$ cat src/rtl/core/lobm_pkg.sv
`timescale 1ns / 1ps
`default_nettype none
package lobm_pkg;

    typedef enum logic [1:0] {
        KIND_TRADE   = 2'd0,
        KIND_RESTED  = 2'd1,
        KIND_FILLED  = 2'd2,
        KIND_DROPPED = 2'd3
    } t_kind;

    typedef struct packed {
        logic [31:0] order_id;
        logic        side;
        logic [19:0] limit_price;
        logic [19:0] quantity;
    } t_order;

    typedef struct packed {
        t_kind       kind;
        logic [31:0] buy_id;
        logic [31:0] sell_id;
        logic [19:0] trade_price;
        logic [19:0] trade_qty;
        logic        last;
    } t_result;

    // queued work item: the order plus what the front found out about it
    typedef struct packed {
        t_order order;
        logic   zero_qty;
    } t_job;

    typedef enum logic [1:0] {
        BOP_NONE   = 2'd0,
        BOP_DEC    = 2'd1,
        BOP_DROP   = 2'd2,
        BOP_INSERT = 2'd3
    } t_book_op;

    typedef struct packed {
        t_book_op    op;
        logic [31:0] id;
        logic [19:0] price;
        logic [19:0] qty;
    } t_book_cmd;

    typedef struct packed {
        logic [31:0] id;
        logic [19:0] price;
        logic [19:0] qty;
    } t_entry;

    localparam int SIDE_SELL = 1;

endpackage
`default_nettype wire

$ cat src/rtl/core/lobm_front.sv
`timescale 1ns / 1ps
`default_nettype none
// Two-entry order queue between the command port and the matching engine.
module lobm_front (
    input  wire                  i_clk,
    input  wire                  i_rst_n,
    input  wire                  i_start,
    input  wire lobm_pkg::t_order i_order,
    output logic                 o_busy,
    output logic                 o_job_valid,
    output lobm_pkg::t_job       o_job,
    input  wire                  i_pop
);

    logic [1:0]     r_cnt, n_cnt;
    lobm_pkg::t_job r_q [2];
    lobm_pkg::t_job n_q [2];
    lobm_pkg::t_job w_new;
    logic           w_push;
    logic           w_pop;

    assign o_busy      = (r_cnt == 2'd2);
    assign o_job_valid = (r_cnt != 2'd0);
    assign o_job       = r_q[0];
    assign w_push      = i_start && !o_busy;
    assign w_pop       = i_pop && o_job_valid;

    always_comb begin
        w_new.order    = i_order;
        w_new.zero_qty = (i_order.quantity == 20'd0);
    end

    always_comb begin
        n_q[0] = r_q[0];
        n_q[1] = r_q[1];
        n_cnt  = r_cnt;
        if (w_pop) begin
            n_q[0] = r_q[1];
        end
        if (w_push) begin
            if ((r_cnt == 2'd0) || ((r_cnt == 2'd1) && w_pop)) begin
                n_q[0] = w_new;
            end else begin
                n_q[1] = w_new;
            end
        end
        n_cnt = r_cnt + {1'b0, w_push} - {1'b0, w_pop};
    end

    always_ff @(posedge i_clk) begin
        if (!i_rst_n) begin
            r_cnt <= 2'd0;
        end else begin
            r_cnt <= n_cnt;
        end
        r_q[0] <= n_q[0];
        r_q[1] <= n_q[1];
    end

endmodule
`default_nettype wire

$ cat config.mk
export PLATFORM = sky130hd
export DESIGN_NAME = lobm_front
export DESIGN_NICKNAME = d
export VERILOG_FILES = /design/src/rtl/core/lobm_pkg.sv /design/src/rtl/core/lobm_front.sv
export SDC_FILE = /design/constraint.sdc
export NUM_CORES = 1
export LEC_CHECK = 0
export BUFFER_PORTS_ARGS = -buffer_cell sky130_fd_sc_hd__buf_4
export CAP_MARGIN = 20
export CORE_UTILIZATION = 35
export CTS_CLUSTER_DIAMETER = 40
export DETAILED_ROUTE_END_ITERATION = 8
export GPL_TIMING_DRIVEN = 0
export HOLD_SLACK_MARGIN = 0.1
export PLACE_DENSITY = 0.57
export SETUP_SLACK_MARGIN = 0.1
export SYNTH_ARGS = -nofsm -noshare
export SYNTH_HDL_FRONTEND = slang
export SYNTH_SLANG_ARGS = --single-unit
$ cat constraint.sdc
create_clock -name i_clk -period 13.45 [get_ports i_clk]
set_input_delay 0.6725 -clock i_clk [delete_from_list [all_inputs] [get_ports i_clk]]
set_output_delay 0.6725 -clock i_clk [all_outputs]
set_load 0.01 [all_outputs]
==> results of run 1 <==
-- layout by cell type, fill, tap and decap left out, types with 2 or more instances in the layout --
cell type,count
buf_4,229
buf_2,8
ha_1,2
o21ai_1,50
dfxtp_1,76
nand2_1,75
clkinv_2,5
buf_12,2
inv_1,3
buf_6,7
nor2_1,3
clkbuf_1,7
mux2i_1,74
nor4_1,5
and2_1,2
clkbuf_16,17
xnor2_1,2
clkbuf_2,2
edfxtp_1,74
o21ai_0,25
bufinv_16,4
-- final timing paths --
path,slack (ns),end,depth (start not counted),start
max,11.19,r_cnt[1]$_SDFF_PN0_,10,r_cnt[0]$_SDFF_PN0_
min reg2reg,0.51,r_q[0][64]$_DFF_P_,2,r_q[0][138]$_DFFE_PP_
min,0.45,r_q[0][142]$_DFFE_PP_,1,i_order[67]
max reg2reg,11.19,r_cnt[1]$_SDFF_PN0_,10,r_cnt[0]$_SDFF_PN0_
-- registers in the layout (all words and copies together) (netlist names) --
register / count
r_cnt: 2
r_q: 148
-- routing by layer --
| layer | vias to the layer above | global-route usage [%] | part of all wire, % |
|---|---|---|---|
| met4 | 0 | 6.13 | 1.1 |
| met5 | - | 0 | 0 |
| met3 | 8 | 4.37 | 4.9 |
| li1 | 1999 | - | - |
| met1 | 1928 | 19.3 | 46 |
| met2 | 109 | 24.8 | 48 |
-- report_power, final --
| group | leakage (nW) | internal, mW | switching [mW] | total, mW |
|---|---|---|---|---|
| Sequential | 1.31 | 0.615 | 0.0615 | 0.676 |
| Clock | 0.298 | 0.313 | 0.178 | 0.491 |
| Combinational | 2.18 | 0.400 | 0.311 | 0.711 |
| Total | 3.79 | 1.33 | 0.551 | 1.88 |
-- logic make-up (layout without fill, tap and decap cells) --
| kind of cell | Yosys count | in the layout | share of synthesized area, % |
|---|---|---|---|
| AOI/OAI and AO/OA | 77 | 77 | 6.45 |
| and+or+nand+nor | 89 | 89 | 6.08 |
| buffers and inverters | 101 | 288 | 12.2 |
| muxes | 74 | 74 | 12.3 |
| adders and majority gates | 2 | 2 | 0.416 |
| DFF | 150 | 150 | 62.3 |
| xor gates and xnor gates | 2 | 2 | 0.291 |
-- cell type report --
| type | instances | area (sq um) | share of cell area [%] |
|---|---|---|---|
| buffer | 98 | 722 | 8.90 |
| clock buffer | 21 | 450 | 5.55 |
| clock inverter | 11 | 156 | 1.93 |
| inverter | 3 | 11.3 | 0.139 |
| multi-input combinational | 244 | 1550 | 19.1 |
| sequential | 150 | 3740 | 46.1 |
| tap | 220 | 275 | 3.39 |
| timing repair buffer | 155 | 1210 | 14.9 |
==> impl_summary.log, run 1 <==
[metrics] TritonCTS Sinks: 150
[metrics] leakage power: 3.79 nW
[metrics] upper clock frequency limit: roughly 0.44 GHz
[metrics] leading cell types by count after synthesis: buf_4 (77), dfxtp_1 (76), nand2_1 (75)
[metrics] average footprint of a synthesized cell: approximately 12 sq um
[metrics] total count of max-transition violations in the final report: 0
[metrics] worst-path fanout max: 10
[metrics] nature of the critical path endpoint: flip-flop
[metrics] overall die height: between 100 and 150 microns
[metrics] total count of hold-check failures in the final report: 0
[metrics] leading cell type by number of instances after synthesis: buf_4
[metrics] via count of the first global-routing pass: approximately 4,100
[metrics] Worst Setup Slack post-DPL: approximately 11 ns
[metrics] layout-stage area growth over the synthesis result: 35.0%
[metrics] number of nets in the layout: 748
[metrics] Pwr Total: roughly 1.9 mW
[metrics] Via Count: between 4,000 and 5,000
[metrics] critical path's top delay family: buffers and inverters
[metrics] delay of the slowest cell on the worst path: roughly 0.36 ns
[metrics] worst path required time: 13.76 ns
[metrics] Mapped Area: ~0.0060 sq mm
[metrics] list of cells traversed by the critical path: o21ai_1, buf_4, buf_6, inv_1, ha_1, inv_1, ha_1, xnor2_1, xnor2_1, and2_1
[metrics] number of instances in the synthesized netlist: 495
[metrics] cell with the largest stage delay on the worst path: dfxtp_1
[metrics] worst voltage drop across the vdd grid: just over 90 uV
[metrics] number of antenna violations at the first check in global routing: 0
[metrics] CP Class: flip-flop to flip-flop
[metrics] number of hold buffers added after cts: 0
[metrics] number of storage elements in the synthesis netlist: 150
[metrics] die width: 133 microns
[metrics] arrival time reported for the critical path endpoint: 2.56 ns
[metrics] top post-synthesis cells by area: edfxtp_1 (37%), dfxtp_1 (25%), mux2i_1 (12%), buf_4 (9.6%), nand2_1 (4.7%)
[metrics] core footprint: ~0.017 sq mm
[metrics] number of core rows: 47
[metrics] DR iter-0 viols: 142
[metrics] clock root buffer: clkbuf_16
[metrics] final design utilization: approximately half
[metrics] gr usage total: ~15%
[metrics] floorplan die area: roughly 0.018 sq mm
[metrics] count of synthesis-stage warnings from yosys: 0
[metrics] number of fill cells: between 1,500 and 2,000
[metrics] total power per unit cell area: ~230 mW/mm^2
[metrics] Post-synth EDFFs: 74
[metrics] first-pass GRT wire length: roughly 21,000 microns
[metrics] Netlist cell types: 23
[metrics] total of max-cap violations: 0
[metrics] routability congestion estimate: between 0.7 and 0.8
[metrics] Post-Layout Inst Area: slightly above 0.008 sq mm
[metrics] TritonCTS buffer count: 17
[metrics] Worst Setup Slack, final: 11.19 ns
[metrics] setup skew after layout: ~0.0058 ns
[metrics] Initial Utilization: 36.0%
[metrics] clock tree from TritonCTS: built
[metrics] largest net degree at the start of global routing: 27
[metrics] dominant synthesized flop cell: dfxtp_1
[metrics] number of instances in the placed design: between 800 and 900
[metrics] async set-or-reset flop fraction in the synthesized netlist: 0%
[metrics] worst path bufs/invs: 4
[metrics] transition time at the pin with the least slew margin: about 0.52 ns
[metrics] routed vias/inst: 4.48
[metrics] post-route insts no fill: between 900 and 1,000
[metrics] share of Yosys cell area claimed by the top area cell type: a little under two fifths
[metrics] Post-DRT Antenna Nets: 0
[metrics] number of instances resized during post-cts repair: 0
[metrics] detailed placement HPWL: between 9000 and 10,000 microns
[metrics] CTS clk-pin slew, worst paths: 0.06 ns
[metrics] Post-CTS Setup Bufs: 0
[metrics] number of input and output port buffers inserted: 152
[metrics] status: finished, final reports clean
[metrics] htree depth: 4
[metrics] worst-case headroom to the max-slew limit: approximately two thirds
[metrics] Ant. Diodes: 0
[metrics] final cycle utilization of the critical path: approximately 17%
[metrics] share of layout cells above drive strength 1: 41.1%
[metrics] Post-Route Hold Slack: between 0.4 and 0.5 ns
[metrics] leading area contributor after synthesis: edfxtp_1
[metrics] Clock Path Buffers: 2
[metrics] 1st-pass router iterations: 5
[metrics] number of nets in the synthesized netlist: about 570
[metrics] RSZ-0062 raised after global routing: no
[metrics] worst min-delay path class: primary input to flip-flop
[metrics] placed standard-cell area: ~0.0075 sq mm
[metrics] routed wire length: roughly 13,000 microns
[metrics] Worst Setup Start Kind: flip-flop
[metrics] leftover overflow at the end of global routing: 0
[metrics] sequential fraction of the synthesis area: slightly above 60%
[metrics] routed wire length per instance: ~15 microns
[metrics] final total negative setup slack: 0 ns
[metrics] count of pins on the block boundary: approximately 150
[metrics] worst skew pair latency: between 0.4 and 0.5 ns
[metrics] post-route minimum period: between 2 and 2.5 ns
[metrics] # setup viols final: 0
[metrics] # DRC: 0
No activity file was read; power rests on OpenSTA's default activity.
==> inputs of run 2 (changes only) <==
- clock period: 13.45 -> 2.35 ns (I/O delays scaled with it)
==> run 2 against run 1 <==
  * Power rose to 5.6 times the previous value
  * Via count up 6.9%
  * Core utilization up 4.0 points
  * Worst hold slack worse by 0.28 ns
  * Non-clock buffer count up 75
  * Die area unchanged
  * Sequential share of layout area down 3.5 points
  * Critical path depth unchanged
  * Largest power group unchanged
  * Highest routed layer unchanged
==> impl_summary.log, run 2 (synthesis results as in run 1) <==
[metrics] clock root buffer: clkbuf_16 (unchanged)
[metrics] 1st-pass router iterations: 5 (unchanged)
[metrics] # DRC: 0 (unchanged)
[metrics] arrival time reported for the critical path endpoint: 2.42 ns (was 2.56 ns)
[metrics] worst path required time: 2.66 ns (was 13.76 ns)
[metrics] TritonCTS Sinks: 150 (unchanged)
[metrics] setup skew after layout: 0.00809 ns (was 0.00583 ns)
[metrics] worst-path fanout max: 10 (unchanged)
[metrics] via count of the first global-routing pass: 4,233 (was 4,064)
[metrics] CTS clk-pin slew, worst paths: 0.06 ns (about the same)
[metrics] Worst Setup Slack, final: 0.231 ns (was 11.19 ns)
[metrics] routed wire length per instance: 13.8 microns (was 14.7 microns)
[metrics] leftover overflow at the end of global routing: 0 (unchanged)
[metrics] total count of hold-check failures in the final report: 0 (unchanged)
[metrics] final cycle utilization of the critical path: 90.2% (was 16.8%)
[metrics] upper clock frequency limit: 0.472 GHz (was 0.443 GHz)
[metrics] number of core rows: 47 (unchanged)
[metrics] nature of the critical path endpoint: flip-flop (unchanged)
[metrics] leakage power: 4.06 nW (was 3.79 nW)
[metrics] Reg with most FFs: r_q (unchanged)
[metrics] transition time at the pin with the least slew margin: 0.501 ns (was 0.523 ns)
[metrics] Clock Path Buffers: 2 (unchanged)
[metrics] Initial Utilization: 36.0% (unchanged)
[metrics] worst skew pair latency: 0.41 ns (about the same)
[metrics] clock tree from TritonCTS: built (unchanged)
[metrics] largest net degree at the start of global routing: 27 (unchanged)
[metrics] most common cell after layout, fill and taps aside: buf_4 (unchanged)
[metrics] Post-Layout Inst Area: 0.00878 sq mm (was 0.00812 sq mm)
[metrics] top flop regs: r_q x148, r_cnt x2 (unchanged)
[metrics] reg2reg path depth: 10 (unchanged)
[metrics] Worst Setup Start Kind: flip-flop (unchanged)
[metrics] core footprint: 0.0167 sq mm (unchanged)
[metrics] layout-stage area growth over the synthesis result: 46.0% (was 35.0%)
[metrics] routed wire length: 13,400 microns (was 13,300 microns)
[metrics] Post-Route Hold Slack: 0.162 ns (was 0.446 ns)
[metrics] post-route insts no fill: 977 (was 902)
[metrics] RSZ-0062 raised after global routing: no (unchanged)
[metrics] total count of max-transition violations in the final report: 0 (unchanged)
[metrics] # setup viols final: 0 (unchanged)
[metrics] post-route minimum period: 2.12 ns (was 2.26 ns)
[metrics] Worst Setup Slack post-DPL: 0.183 ns (was 10.82 ns)
[metrics] detailed placement HPWL: 8970 microns (was 9200 microns)
[metrics] floorplan die area: 0.0177 sq mm (unchanged)
[metrics] count of pins on the block boundary: 153 (unchanged)
[metrics] TritonCTS buffer count: 17 (unchanged)
[metrics] number of instances in the placed design: 870 (unchanged)
[metrics] CP Class: flip-flop to flip-flop (unchanged)
[metrics] placed standard-cell area: 0.00750 sq mm (was 0.00751 sq mm)
[metrics] overall die height: 133 microns (unchanged)
[metrics] Pwr Total: 10.5 mW (was 1.88 mW)
[metrics] RR Endpoint: r_cnt[1]$_SDFF_PN0_ (unchanged)
[metrics] Post-DRT Antenna Nets: 0 (unchanged)
[metrics] routed vias/inst: 4.42 (was 4.48)
[metrics] number of input and output port buffers inserted: 152 (unchanged)
[metrics] Via Count: 4,322 (was 4,044)
[metrics] die width: 133 microns (unchanged)
[metrics] gr usage total: 15.7% (was 15.4%)
[metrics] Ant. Diodes: 0 (unchanged)
[metrics] total of max-cap violations: 0 (unchanged)
[metrics] Post-CTS Setup Bufs: 0 (unchanged)
[metrics] number of antenna violations at the first check in global routing: 0 (unchanged)
[metrics] share of layout cells above drive strength 1: 36.6% (was 41.1%)
[metrics] total power per unit cell area: 1190 mW/mm^2 (was 232 mW/mm^2)
[metrics] number of flip-flops in the largest register: 148 (unchanged)
[metrics] worst voltage drop across the vdd grid: 574 uV (was 91.7 uV)
[metrics] worst-case headroom to the max-slew limit: 66.6% (was 65.1%)
[metrics] CP endpoint: r_cnt[1]$_SDFF_PN0_ (unchanged)
[metrics] first-pass GRT wire length: 21,500 microns (was 20,900 microns)
[metrics] htree depth: 4 (unchanged)
[metrics] number of nets in the layout: 823 (was 748)
[metrics] routability congestion estimate: 0.702 (was 0.723)
[metrics] status: finished, final reports clean (unchanged)
[metrics] worst min-delay path class: primary input to flip-flop (unchanged)
[metrics] worst setup path startpoint: r_cnt[0]$_SDFF_PN0_ (unchanged)
[metrics] most used cells in the layout excluding fill and tap cells: buf_4 (228), dfxtp_1 (76), nand2_1 (75), dlygate4sd3_1 (75) (was buf_4 (229), dfxtp_1 (76), nand2_1 (75))
[metrics] FF-to-FF setup slack: 0.23 ns (was 11.19 ns)
[metrics] launch point of the worst reg-to-reg path: r_cnt[0]$_SDFF_PN0_ (unchanged)
[metrics] DR iter-0 viols: 242 (was 142)
run 2: cell types whose count changed in the layout (fill, tap and decap cells not counted):
cell           change
dlygate4sd3_1     +75
buf_4              -1
clkinv_4           +2
bufinv_16          -3
clkinv_1           +1
clkbuf_1           +2
buf_16             -1
clkbuf_8           -1
buf_6              +1
buf_12             +1
clkinv_2           -1
run 2: final cells by class:
cell class | count | area [sq um]
Fill cell | 1531 | 7920
Clock inverter | 10 | 82.6
Tap cell | 220 | 275
Clock buffer | 22 | 444
Sequential cell | 150 | 3740
Buffer | 98 | 726
Timing Repair Buffer | 230 | 1950
Inverter | 3 | 11.3
Multi-Input combinational cell | 244 | 1550
run 2: power by group:
part           internal, mW  switching, mW  leakage (nW)
combinational          2.37           1.80          2.49
sequential             3.52          0.346          1.31
clock                  1.44           1.01         0.257
run 2: what timing repair did:
item	CTS	global route
hold endpoints to repair	152	0
gates resized for setup	0	1
endpoints found under the setup margin	0	1
hold buffers	75	0
run 2: per-layer routing:
metal | global-route usage, % | part of all wire (%) | vias up
met5 | 0 | 0 | -
met4 | 6.26 | 1.3 | 0
met3 | 3.91 | 4.6 | 11
met2 | 26.1 | 50 | 119
met1 | 19.6 | 44 | 2036
li1 | - | - | 2156
run 2: how the worst min path moves through the flow:
stage	start	to	slack [ns]	depth (start not counted)
2_1_floorplan	i_order[25]	r_q[0][100]$_DFFE_PP_	0.22	0
3_3_place_gp	i_order[68]	r_q[0][143]$_DFFE_PP_	0.31	1
3_5_place_dp	i_order[71]	r_q[0][146]$_DFFE_PP_	0.31	1
4_1_cts	i_start	r_q[0][81]$_DFFE_PP_	0.15	3
5_1_grt	i_start	r_q[0][83]$_DFFE_PP_	0.15	3
6_report	i_start	r_q[0][88]$_DFFE_PP_	0.16	3
run 2: worst max-delay path, cell delays in order (launching register included):
cell,delay [ns]
dfxtp_1,0.36
o21ai_1,0.27
buf_6,0.24
buf_6,0.19
inv_1,0.06
ha_1,0.26
inv_1,0.04
ha_1,0.17
xnor2_1,0.18
xnor2_1,0.09
and2_1,0.15
run 2: per-stage QoR:
stage	util [%]	TNS, ns
6_report	52.6	0
5_1_grt	52.6	0
4_1_cts	52.6	0
3_5_place_dp	44.9	0
3_3_place_gp	44.6	-46.09
2_1_floorplan	-	0
